## config.mk

```make
export PLATFORM = sky130hd
export DESIGN_NAME = meter_needle_ballistics
export DESIGN_NICKNAME = d
export VERILOG_FILES = /design/src/sv/mnb_pkg.sv /design/src/sv/meter_needle_ballistics.sv
export SDC_FILE = /design/constraint.sdc
export NUM_CORES = 2
export LEC_CHECK = 0
export BUFFER_PORTS_ARGS = -buffer_cell sky130_fd_sc_hd__buf_2
export CELL_PAD_IN_SITES_DETAIL_PLACEMENT = 1
export CELL_PAD_IN_SITES_GLOBAL_PLACEMENT = 1
export CORE_MARGIN = 2
export CORE_UTILIZATION = 36
export CTS_BUF_LIST = sky130_fd_sc_hd__clkbuf_8
export CTS_CLUSTER_DIAMETER = 100
export DETAILED_ROUTE_END_ITERATION = 12
export PLACE_DENSITY_LB_ADDON = 0.1
export RECOVER_POWER = 25
export REMOVE_ABC_BUFFERS = 1
export SLEW_MARGIN = 20
export SYNTH_ARGS = -nofsm -noshare
export SYNTH_HDL_FRONTEND = slang
export SYNTH_SLANG_ARGS = --single-unit
```

## constraint.sdc

```tcl
create_clock -name clock -period 13.1 [get_ports clock]
set_input_delay 1.965 -clock clock [delete_from_list [all_inputs] [get_ports clock]]
set_output_delay 1.965 -clock clock [all_outputs]
set_load 0.02 [all_outputs]
```

## src/sv/mnb_pkg.sv

```systemverilog
`timescale 1ns / 1ps
// ----------------------------------------------------------------------------
// mnb_pkg
// Types and constants shared by the meter needle ballistics block and its
// checker.
// ----------------------------------------------------------------------------
package mnb_pkg;

   // datapath sizing of the shared add/subtract unit
   localparam int ACC_W        = 66;   // accumulator, holds (k*err - c*vel)*h
   localparam int MUL_W        = 24;   // widest multiplier operand (stiffness)
   localparam int REM_W        = 8;    // remainder after the reciprocal loop
   localparam int DIV_CNT_W    = 4;    // counts reciprocal iterations
   localparam int DIV_ITERS    = 8;    // q = (y + 3q) >> 7 updates after q0
   localparam int DIV_K        = 125;  // odd factor of both divisors
   localparam int SHIFT_SPRING = 11;   // 256000 = 125 << 11
   localparam int SHIFT_POS    = 3;    // 1000 = 125 << 3

   // configuration register indexes
   localparam logic [2:0] CSR_DBM_AT_S9        = 3'd0;
   localparam logic [2:0] CSR_ANGLE_AT_S9      = 3'd1;
   localparam logic [2:0] CSR_SLOPE_BELOW_S9   = 3'd2;
   localparam logic [2:0] CSR_SLOPE_ABOVE_S9   = 3'd3;
   localparam logic [2:0] CSR_FULL_SCALE_ANGLE = 3'd4;
   localparam logic [2:0] CSR_RELEASE_PER_MS   = 3'd5;
   localparam logic [2:0] CSR_SPRING_STIFFNESS = 3'd6;
   localparam logic [2:0] CSR_SPRING_DAMPING   = 3'd7;

   typedef struct packed {
      logic [15:0] elapsed_ms;
      logic        dbm_valid;
      logic [7:0]  dbm_code;
      logic [3:0]  s_units;
   } mnb_req_type;

   typedef struct packed {
      logic [15:0] needle_angle;
      logic [15:0] target_angle;
      logic        repaint;
   } mnb_rsp_type;

   typedef struct packed {
      logic signed [8:0] dbm_at_s9;
      logic [15:0]       angle_at_s9;
      logic [15:0]       slope_below_s9;
      logic [15:0]       slope_above_s9;
      logic [15:0]       full_scale_angle;
      logic [15:0]       release_per_ms;
      logic [23:0]       spring_stiffness;
      logic [19:0]       spring_damping;
   } mnb_cfg_type;

   typedef enum logic [4:0] {
      ST_IDLE,
      ST_TARGET,
      ST_DECIDE,
      ST_DK_LOAD,
      ST_DK_MUL,
      ST_DR_LOAD,
      ST_DR_MUL,
      ST_DR_ADD,
      ST_SP_ERR,
      ST_SP_MK,
      ST_SP_MC,
      ST_SP_MH,
      ST_SP_ABS,
      ST_DV_TRI,
      ST_DV_SUM,
      ST_DV_REM,
      ST_DV_FIX,
      ST_SP_SGN,
      ST_SP_UPD,
      ST_STOPS,
      ST_OUT
   } mnb_state_type;

endpackage

```

## src/sv/meter_needle_ballistics.sv

```systemverilog
`timescale 1ns / 1ps
// ----------------------------------------------------------------------------
// meter_needle_ballistics
// Analog meter needle model: level to target angle, peak-hold drive with
// per-ms release decay, damped spring needle in substeps, repaint flag.
// ----------------------------------------------------------------------------
//  channel  | direction | handshake          | payload
//  ---------+-----------+--------------------+---------------------------
//  req_     | in        | valid / stall      | mnb_req_type (tick item)
//  rsp_     | out       | valid / stall      | mnb_rsp_type (needle state)
//  csr_     | in        | valid / ready      | index 3 bits, data 24 bits
//
//  One tick runs on a single shared 66-bit add/subtract unit: shift-add
//  multiplies (one multiplier bit a cycle) and divides by 256000 and 1000 as a
//  shift plus a divide by 125 (q = (y + 3q) >> 7 repeated, one remainder fix).
//  The release decay factor is computed only on release (target below the
//  drive); zero elapsed time skips the decay and the spring substeps.
//  Reset is synchronous and restores register defaults and zero needle state.
//  req_stall is high while a tick is in work; a finished result waits in the
//  output register under rsp_stall while the next tick is accepted.
// ----------------------------------------------------------------------------
module meter_needle_ballistics #(
   parameter int SUBSTEP_MS      = 5,
   parameter int MAX_DT_MS       = 100,
   parameter int MIN_MOVE_Q8     = 64,
   parameter int FRAME_MS        = 20,
   parameter int DBM_CODE_OFFSET = 200
) (
   input  logic                clock,
   input  logic                reset,
   input  logic                req_valid,
   output logic                req_stall,
   input  mnb_pkg::mnb_req_type req_data,
   output logic                rsp_valid,
   input  logic                rsp_stall,
   output mnb_pkg::mnb_rsp_type rsp_data,
   input  logic                csr_valid,
   output logic                csr_ready,
   input  logic [2:0]          csr_index,
   input  logic [23:0]         csr_data
);
   import mnb_pkg::*;

   localparam int DT_W  = $clog2(MAX_DT_MS + 1);
   localparam int H_W   = $clog2(SUBSTEP_MS + 1);
   localparam int CNT_W = (DT_W > DIV_CNT_W) ? DT_W : DIV_CNT_W;

   mnb_state_type state_ff, state_in;
   mnb_cfg_type   cfg_ff;
   mnb_req_type   req_ff, req_in;
   mnb_rsp_type   rsp_ff, rsp_in;
   logic          rsp_valid_ff, rsp_valid_in;

   logic [15:0]        tgt_ff, tgt_in;
   logic [DT_W-1:0]    left_ff, left_in;
   logic [CNT_W-1:0]   cnt_ff, cnt_in;
   logic [16:0]        fac_ff, fac_in;
   logic [23:0]        drive_ff, drive_in;
   logic signed [31:0] pos_ff, pos_in;
   logic signed [31:0] vel_ff, vel_in;
   logic [15:0]        drawn_ff, drawn_in;
   logic [15:0]        msd_ff, msd_in;
   logic [ACC_W-1:0]   mcand_ff, mcand_in;
   logic [MUL_W-1:0]   mplier_ff, mplier_in;
   logic [ACC_W-1:0]   accum_ff, accum_in;
   logic [ACC_W-1:0]   quo_ff, quo_in;
   logic [REM_W-1:0]   rem_ff, rem_in;
   logic               sign_ff, sign_in;
   logic               phase_ff, phase_in;

   // shared add/subtract unit
   logic [ACC_W-1:0] add_a, add_b, add_out;
   logic             add_sub;

   assign add_out = add_a + (add_sub ? ~add_b : add_b) + ACC_W'(add_sub);

   function automatic logic signed [31:0] sat32(input logic [ACC_W-1:0] v);
      logic signed [31:0] r;
      if (!v[ACC_W-1] && (|v[ACC_W-2:31]))
         r = 32'sh7FFF_FFFF;
      else if (v[ACC_W-1] && !(&v[ACC_W-2:31]))
         r = 32'sh8000_0000;
      else
         r = v[31:0];
      return r;
   endfunction

   // handshakes
   logic req_xfer, slot_free, mul_done;

   assign req_xfer  = req_valid && !req_stall;
   assign slot_free = !rsp_valid_ff || !rsp_stall;
   assign mul_done  = (mplier_ff == '0);
   assign req_stall = (state_ff != ST_IDLE);
   assign csr_ready = 1'b1;
   assign rsp_valid = rsp_valid_ff;
   assign rsp_data  = rsp_ff;

   // level to target angle
   logic [11:0]        lvl_diff;
   logic [3:0]         su_lo, su_hi;
   logic [15:0]        slope_sel;
   logic signed [28:0] tgt_prod;
   logic signed [29:0] tgt_sum;
   logic [15:0]        tgt_calc;

   always_comb begin
      su_lo = 4'd9 - req_ff.s_units;
      su_hi = req_ff.s_units - 4'd9;
      if (req_ff.dbm_valid)
         lvl_diff = {4'b0000, req_ff.dbm_code} - 12'(DBM_CODE_OFFSET)
                    - {{3{cfg_ff.dbm_at_s9[8]}}, cfg_ff.dbm_at_s9};
      else if (req_ff.s_units <= 4'd9)
         lvl_diff = 12'd0 - ({8'b0, su_lo} * 12'd6);
      else
         lvl_diff = {8'b0, su_hi} * 12'd10;
      slope_sel = (lvl_diff[11] || lvl_diff == 12'd0) ? cfg_ff.slope_below_s9
                                                       : cfg_ff.slope_above_s9;
      tgt_prod  = $signed(lvl_diff) * $signed({1'b0, slope_sel});
      tgt_sum   = $signed({14'b0, cfg_ff.angle_at_s9}) + 30'(tgt_prod);
      if (tgt_sum < 0)
         tgt_calc = 16'd0;
      else if (tgt_sum > $signed({14'b0, cfg_ff.full_scale_angle}))
         tgt_calc = cfg_ff.full_scale_angle;
      else
         tgt_calc = tgt_sum[15:0];
   end

   // tick timing
   logic [23:0]      tq, full_q16;
   logic [DT_W-1:0]  dt_sel;
   logic [H_W-1:0]   h_sel;
   logic             zero_tick;

   assign tq        = {tgt_ff, 8'b0};
   assign full_q16  = {cfg_ff.full_scale_angle, 8'b0};
   assign zero_tick = (req_ff.elapsed_ms == 16'd0);

   always_comb begin
      if (req_ff.elapsed_ms > 16'(MAX_DT_MS))
         dt_sel = DT_W'(MAX_DT_MS);
      else
         dt_sel = req_ff.elapsed_ms[DT_W-1:0];
      if (32'(left_ff) < SUBSTEP_MS)
         h_sel = H_W'(left_ff);
      else
         h_sel = H_W'(SUBSTEP_MS);
   end

   // needle readout and repaint decision
   logic [23:0] p_clamp;
   logic [24:0] p_round;
   logic [15:0] needle, move;
   logic [16:0] msd_sum;
   logic [15:0] msd_sat;
   logic        paint;

   always_comb begin
      if (pos_ff[31])
         p_clamp = 24'd0;
      else if (pos_ff > $signed({8'b0, full_q16}))
         p_clamp = full_q16;
      else
         p_clamp = pos_ff[23:0];
      p_round = {1'b0, p_clamp} + 25'd128;
      if (p_round[24:8] > {1'b0, cfg_ff.full_scale_angle})
         needle = cfg_ff.full_scale_angle;
      else
         needle = p_round[23:8];
      move    = (needle >= drawn_ff) ? needle - drawn_ff : drawn_ff - needle;
      msd_sum = {1'b0, msd_ff} + {1'b0, req_ff.elapsed_ms};
      msd_sat = msd_sum[16] ? 16'hFFFF : msd_sum[15:0];
      paint   = !zero_tick && (move >= 16'(MIN_MOVE_Q8)) && (msd_sat >= 16'(FRAME_MS));
   end

   // next state
   always_comb begin
      state_in = state_ff;
      unique case (state_ff)
         ST_IDLE:    if (req_xfer) state_in = ST_TARGET;
         ST_TARGET:  state_in = ST_DECIDE;
         ST_DECIDE: begin
            if (zero_tick)       state_in = ST_OUT;
            else if (tq >= drive_ff) state_in = ST_SP_ERR;
            else                 state_in = ST_DK_LOAD;
         end
         ST_DK_LOAD: state_in = ST_DK_MUL;
         ST_DK_MUL: begin
            if (mul_done) state_in = (cnt_ff == CNT_W'(1)) ? ST_DR_LOAD : ST_DK_LOAD;
         end
         ST_DR_LOAD: state_in = ST_DR_MUL;
         ST_DR_MUL:  if (mul_done) state_in = ST_DR_ADD;
         ST_DR_ADD:  state_in = ST_SP_ERR;
         ST_SP_ERR:  state_in = ST_SP_MK;
         ST_SP_MK:   if (mul_done) state_in = ST_SP_MC;
         ST_SP_MC:   if (mul_done) state_in = ST_SP_MH;
         ST_SP_MH:   if (mul_done) state_in = ST_SP_ABS;
         ST_SP_ABS:  state_in = ST_DV_TRI;
         ST_DV_TRI:  state_in = ST_DV_SUM;
         ST_DV_SUM:  state_in = (cnt_ff == '0) ? ST_DV_REM : ST_DV_TRI;
         ST_DV_REM:  state_in = ST_DV_FIX;
         ST_DV_FIX:  state_in = ST_SP_SGN;
         ST_SP_SGN:  state_in = ST_SP_UPD;
         ST_SP_UPD: begin
            if (!phase_ff)                      state_in = ST_SP_MH;
            else if (left_ff == DT_W'(h_sel))   state_in = ST_STOPS;
            else                                state_in = ST_SP_ERR;
         end
         ST_STOPS:   state_in = ST_OUT;
         ST_OUT:     if (slot_free) state_in = ST_IDLE;
         default:    state_in = ST_IDLE;
      endcase
   end

   // datapath and outputs
   logic signed [31:0] upd_sat;
   logic [ACC_W-1:0]   div_y;

   always_comb begin
      req_in       = req_ff;
      rsp_in       = rsp_ff;
      rsp_valid_in = rsp_valid_ff && rsp_stall;
      tgt_in       = tgt_ff;
      left_in      = left_ff;
      cnt_in       = cnt_ff;
      fac_in       = fac_ff;
      drive_in     = drive_ff;
      pos_in       = pos_ff;
      vel_in       = vel_ff;
      drawn_in     = drawn_ff;
      msd_in       = msd_ff;
      mcand_in     = mcand_ff;
      mplier_in    = mplier_ff;
      accum_in     = accum_ff;
      quo_in       = quo_ff;
      rem_in       = rem_ff;
      sign_in      = sign_ff;
      phase_in     = phase_ff;
      add_a        = accum_ff;
      add_b        = mcand_ff;
      add_sub      = 1'b0;
      upd_sat      = sat32(add_out);
      div_y        = phase_ff ? (add_out >> SHIFT_POS) : (add_out >> SHIFT_SPRING);

      unique case (state_ff)
         ST_IDLE: begin
            if (req_xfer) req_in = req_data;
         end
         ST_TARGET: tgt_in = tgt_calc;
         ST_DECIDE: begin
            left_in = dt_sel;
            cnt_in  = CNT_W'(dt_sel);
            fac_in  = 17'h10000;
            if (!zero_tick && tq >= drive_ff) drive_in = tq;
         end
         // release factor, one ms per multiply
         ST_DK_LOAD: begin
            mcand_in  = ACC_W'(fac_ff);
            mplier_in = MUL_W'(cfg_ff.release_per_ms);
            accum_in  = '0;
         end
         ST_DK_MUL, ST_DR_MUL, ST_SP_MK, ST_SP_MC, ST_SP_MH: begin
            add_sub = (state_ff == ST_SP_MC);
            if (!mul_done) begin
               if (mplier_ff[0]) accum_in = add_out;
               mcand_in  = mcand_ff << 1;
               mplier_in = mplier_ff >> 1;
            end else begin
               if (state_ff == ST_DK_MUL) begin
                  fac_in = accum_ff[32:16];
                  cnt_in = cnt_ff - CNT_W'(1);
               end
               if (state_ff == ST_SP_MK) begin
                  mcand_in  = {{(ACC_W-32){vel_ff[31]}}, vel_ff};
                  mplier_in = MUL_W'(cfg_ff.spring_damping);
               end
               if (state_ff == ST_SP_MC) begin
                  mcand_in  = accum_ff;
                  accum_in  = '0;
                  mplier_in = MUL_W'(h_sel);
               end
            end
         end
         // drive relaxes towards the target
         ST_DR_LOAD: begin
            add_a     = ACC_W'(drive_ff);
            add_b     = ACC_W'(tq);
            add_sub   = 1'b1;
            mcand_in  = add_out;
            mplier_in = MUL_W'(fac_ff);
            accum_in  = '0;
         end
         ST_DR_ADD: begin
            add_a    = ACC_W'(tq);
            add_b    = ACC_W'(accum_ff[39:16]);
            drive_in = add_out[23:0];
         end
         // spring substep: error term
         ST_SP_ERR: begin
            add_a     = ACC_W'(drive_ff);
            add_b     = {{(ACC_W-32){pos_ff[31]}}, pos_ff};
            add_sub   = 1'b1;
            mcand_in  = add_out;
            mplier_in = MUL_W'(cfg_ff.spring_stiffness);
            accum_in  = '0;
            phase_in  = 1'b0;
         end
         // magnitude, power-of-two part of the divisor, first quotient guess
         ST_SP_ABS: begin
            add_a    = '0;
            add_b    = accum_ff;
            add_sub  = accum_ff[ACC_W-1];
            sign_in  = accum_ff[ACC_W-1];
            mcand_in = div_y;
            quo_in   = div_y >> 7;
            cnt_in   = CNT_W'(DIV_ITERS);
         end
         // divide by 125: q = (y + 3q) >> 7 climbs to floor(y/125) from below
         ST_DV_TRI: begin
            add_a    = quo_ff;
            add_b    = quo_ff << 1;
            accum_in = add_out;
         end
         ST_DV_SUM: begin
            add_a    = mcand_ff;
            add_b    = accum_ff;
            accum_in = add_out;
            if (cnt_ff != '0) begin
               quo_in = add_out >> 7;
               cnt_in = cnt_ff - CNT_W'(1);
            end
         end
         // remainder y - 125q, at most one step short
         ST_DV_REM: begin
            add_a   = accum_ff;
            add_b   = quo_ff << 7;
            add_sub = 1'b1;
            rem_in  = add_out[REM_W-1:0];
         end
         ST_DV_FIX: begin
            add_a  = quo_ff;
            add_b  = ACC_W'(rem_ff >= REM_W'(DIV_K));
            quo_in = add_out;
         end
         ST_SP_SGN: begin
            add_a    = '0;
            add_b    = quo_ff;
            add_sub  = sign_ff;
            accum_in = add_out;
         end
         // velocity first, then position from the new velocity
         ST_SP_UPD: begin
            add_a = phase_ff ? {{(ACC_W-32){pos_ff[31]}}, pos_ff}
                             : {{(ACC_W-32){vel_ff[31]}}, vel_ff};
            add_b = accum_ff;
            if (!phase_ff) begin
               vel_in    = upd_sat;
               mcand_in  = {{(ACC_W-32){upd_sat[31]}}, upd_sat};
               mplier_in = MUL_W'(h_sel);
               accum_in  = '0;
               phase_in  = 1'b1;
            end else begin
               pos_in  = upd_sat;
               left_in = left_ff - DT_W'(h_sel);
            end
         end
         // mechanical stops
         ST_STOPS: begin
            if (pos_ff[31]) begin
               pos_in = '0;
               if (vel_ff[31]) vel_in = '0;
            end else if (pos_ff > $signed({8'b0, full_q16})) begin
               pos_in = $signed({8'b0, full_q16});
               if (!vel_ff[31] && vel_ff != 0) vel_in = '0;
            end
         end
         ST_OUT: begin
            if (slot_free) begin
               rsp_valid_in        = 1'b1;
               rsp_in.needle_angle = needle;
               rsp_in.target_angle = tgt_ff;
               rsp_in.repaint      = paint;
               if (!zero_tick) begin
                  if (paint) begin
                     drawn_in = needle;
                     msd_in   = 16'd0;
                  end else begin
                     msd_in = msd_sat;
                  end
               end
            end
         end
         default: ;
      endcase
   end

   // registers
   always_ff @(posedge clock) begin
      if (reset) begin
         state_ff     <= ST_IDLE;
         rsp_valid_ff <= 1'b0;
         drive_ff     <= '0;
         pos_ff       <= '0;
         vel_ff       <= '0;
         drawn_ff     <= '0;
         msd_ff       <= '0;
      end else begin
         state_ff     <= state_in;
         rsp_valid_ff <= rsp_valid_in;
         drive_ff     <= drive_in;
         pos_ff       <= pos_in;
         vel_ff       <= vel_in;
         drawn_ff     <= drawn_in;
         msd_ff       <= msd_in;
      end
      req_ff    <= req_in;
      rsp_ff    <= rsp_in;
      tgt_ff    <= tgt_in;
      left_ff   <= left_in;
      cnt_ff    <= cnt_in;
      fac_ff    <= fac_in;
      mcand_ff  <= mcand_in;
      mplier_ff <= mplier_in;
      accum_ff  <= accum_in;
      quo_ff    <= quo_in;
      rem_ff    <= rem_in;
      sign_ff   <= sign_in;
      phase_ff  <= phase_in;
   end

   // configuration registers
   always_ff @(posedge clock) begin
      if (reset) begin
         cfg_ff.dbm_at_s9        <= -9'sd73;
         cfg_ff.angle_at_s9      <= 16'd11520;
         cfg_ff.slope_below_s9   <= 16'd213;
         cfg_ff.slope_above_s9   <= 16'd192;
         cfg_ff.full_scale_angle <= 16'd23040;
         cfg_ff.release_per_ms   <= 16'd65405;
         cfg_ff.spring_stiffness <= 24'd40423;
         cfg_ff.spring_damping   <= 20'd4504;
      end else if (csr_valid && csr_ready) begin
         unique case (csr_index)
            CSR_DBM_AT_S9:        cfg_ff.dbm_at_s9        <= csr_data[8:0];
            CSR_ANGLE_AT_S9:      cfg_ff.angle_at_s9      <= csr_data[15:0];
            CSR_SLOPE_BELOW_S9:   cfg_ff.slope_below_s9   <= csr_data[15:0];
            CSR_SLOPE_ABOVE_S9:   cfg_ff.slope_above_s9   <= csr_data[15:0];
            CSR_FULL_SCALE_ANGLE: cfg_ff.full_scale_angle <= csr_data[15:0];
            CSR_RELEASE_PER_MS:   cfg_ff.release_per_ms   <= csr_data[15:0];
            CSR_SPRING_STIFFNESS: cfg_ff.spring_stiffness <= csr_data;
            CSR_SPRING_DAMPING:   cfg_ff.spring_damping   <= csr_data[19:0];
         endcase
      end
   end

endmodule

```

==> impl_metrics.ini <==
[synth]
syn-cell-area_mm2 = 0.0489
synth-seq-area-share_pct = 31.5
synth_cells = 5733
synth_cell_types = 107
ys_ff_latch = 600
synth-main-ff-cell = edfxtp_1
synthArstFlopShare_pct = 0
synth_edf_count = 341
postSynthAreaPerCell_um2 = 8.53
yosysWarnings = 0

[global_route]
grt_pass1_wl_um = 342000
grt_overflow = 0
grtUsageTotal_pct = 32.8
grt_max_degree = 67
grt_pass1_vias = 49000
antenna_found_initial = 17

[critical_path]
cp.arrival_ps = 12750
r2r_slack_ps = 920
crit_path_end_kind = flip-flop
reg2reg_to = tgt_ff[12]
cpMostUsedCell = inv_1
cp_slowest_cell = or4_1
setup.worst_path.class = reg -> reg
r2r-start = req_ff[1]
slowest_delay_ps = 630
cp-start-kind = flip-flop
ff2ff_path_depth = 46
critPathMaxFanout = 31
cp.required_ps = 13680

[timing]
worst_pin_slew_ps = 4470
hold_violations = 0
finClkSkew_ps = 85.2
rsz0062_at_grt = no
period_minus_slack_ps = 12180
maxSlewHeadroom_pct = -198
period_share_pct = 92.9
max_freq_ghz = 0.0821
setup_viol = 0
report.final.slew_viol_count = 362

[clocking]
cts_tree = yes
clk_path_buf_depth = 3
htreeDepth = 3
clk_pin_slew_ps = 60
clock_latency_ps = 900
cts_sinks = 600
cts_buffers = 114
root_buffer = clkbuf_8

[worst_hold_path]
min_path_type = reg -> reg
min_to = cfg_ff[120]
holdPathStages = 2
min_from = cfg_ff[120]

[layout]
fin_nets = 6230
fill_cells = 16000
final_util_pct = 39.9
drive_above_1_share_pct = 10.0
area_delta_synth_final_pct = 10.2

[die]
dieArea_mm2 = 0.139
fp-row-count = 135
ios = 97
core_mm2 = 0.135
start_util_pct = 36.2
dieHeight_um = 373
die_x_um = 373

[placed_design]
portBuffers = 95
gp_congestion = 0.979
dp_hpwl_um = 168000

[flow_run]
cap_violations = 11

[status]
violations = max-capacitance violations, max-slew violations
status = finished with violations

[routing]
first_iter_violations = 4965
remaining_drc_errors = 0
drt-total-wl_um = 234000
viasPerCell = 6.32
dr.pass1.iters = 10
wire_per_inst_um = 30.9
num_vias = 48000
detail-route-antenna-nets = 0
## sequential cells by signal, indices dropped and copies added (netlist names), 17 cells and up
register,flops
cfg_ff,133
accum_ff,66
mcand_ff,66
quo_ff,66
rsp_data,33
pos_ff,32
vel_ff,32
req_ff,29
drive_ff,24
mplier_ff,24
fac_ff,17
## how the worst max path moves through the flow
stage	start	endpoint	slack, ps	cells after the start
final	req_ff[1]	tgt_ff[12]	920	46
after global routing	req_ff[1]	tgt_ff[9]	90	46
after detailed placement	req_ff[1]	tgt_ff[12]	690	46
after CTS	req_ff[1]	tgt_ff[14]	680	46
after floorplan	req_ff[1]	tgt_ff[0]	-2000	44
after global placement	req_ff[1]	tgt_ff[3]	830	46
## repair_timing
action / 4_1_cts / 5_1_grt
gates resized for setup: 0 / 2
buffers inserted: 0 / 0
endpoints found under the setup margin: 0 / 16
hold buffers: 0 / 0
## cell type report
class                           count  area [um^2]  share of cell area, %
Multi-Input combinational cell   4407        31000                   57.4
Sequential cell                   600        15400                   28.6
Tap cell                         1781         2230                   4.13
Clock buffer                      140         1930                   3.57
Timing Repair Buffer              256         1660                   3.08
Inverter                          328         1230                   2.28
Clock inverter                     78          477                  0.884
Antenna cell                        6         15.0                 0.0278
## logic make-up after synthesis
| group | count (synthesis) | synth area share [%] |
|---|---|---|
| AOI/OAI and AO/OA | 1641 | 23.0 |
| xor gates and xnor gates | 219 | 3.92 |
| adders and majority gates | 462 | 14.3 |
| other | 1 | 0.00766 |
| and+or+nand+nor | 1938 | 18.3 |
| buffers and inverters | 726 | 5.78 |
| DFF | 600 | 31.5 |
| muxes | 146 | 3.17 |
## layout by cell type (no fill, tap or decap), types with 91 or more instances in the layout
cell / instances
clkbuf_8: 140
xnor2_1: 162
a21oi_1: 460
buf_2: 91
o21ai_0: 258
nand3_1: 117
inv_1: 368
a222oi_1: 94
nor2_1: 550
edfxtp_1: 341
a22oi_1: 123
ha_1: 301
buf_4: 146
nand2_1: 680
dfxtp_1: 259
fa_1: 161
## synthesized netlist by cell type (all sizes together) (69+ instances only)
| master | n | area [um^2] |
|---|---|---|
| nand4 | 88 | 551 |
| nand3 | 118 | 591 |
| inv | 326 | 1220 |
| fa | 161 | 3220 |
| dfxtp | 259 | 5180 |
| buf | 69 | 349 |
| nor2 | 564 | 2120 |
| xnor2 | 163 | 1430 |
| clkbuf | 329 | 1250 |
| a22oi | 123 | 923 |
| o21ai | 269 | 1350 |
| mux2i | 74 | 741 |
| nand2 | 685 | 2570 |
| a222oi | 94 | 941 |
| edfxtp | 341 | 10200 |
| and2 | 75 | 469 |
| nor3 | 89 | 460 |
| a221oi | 72 | 631 |
| a21oi | 466 | 2330 |
| ha | 301 | 3770 |
| mux2 | 72 | 811 |
## routing by layer
| metal | up-vias | global-route usage, % | wire (um) |
|---|---|---|---|
| met1 | 24100 | 40.9 | 93700 |
| met5 | - | 0 | 97 |
| met3 | 733 | 5.51 | 17800 |
| met2 | 2254 | 53.0 | 107000 |
| li1 | 21000 | - | - |
| met4 | 14 | 20.3 | 15900 |
## through the flow
stage / worst slack (ps) / instance area [um^2] / hold slack, ps / setup TNS [ps] / cells
after floorplan: -2000 / 47300 / 426 / -32000 / 5335
after global placement: 827 / 51600 / 442 / 0 / 7371
after detailed placement: 687 / 51600 / 448 / 0 / 7371
after CTS: 676 / 54000 / 457 / 0 / 7589
after global routing: 91.0 / 53900 / 472 / 0 / 7592
final: 924 / 53900 / 455 / 0 / 7596
## critical path, delay by kind of cell (launching register included)
family,cells,cell delay (ps)
adder cells (fa/ha/maj),12,4630
AND/OR/NAND/NOR,10,2510
AO/OA/AOI/OAI,11,2240
buffers and inverters,9,1110
multiplexers,2,700
flip-flops,1,430
XOR/XNOR,2,280
Power is left out: the tool's default activity adds up to more than one toggle a clock period on the data nets, which glitch-free logic cannot reach.
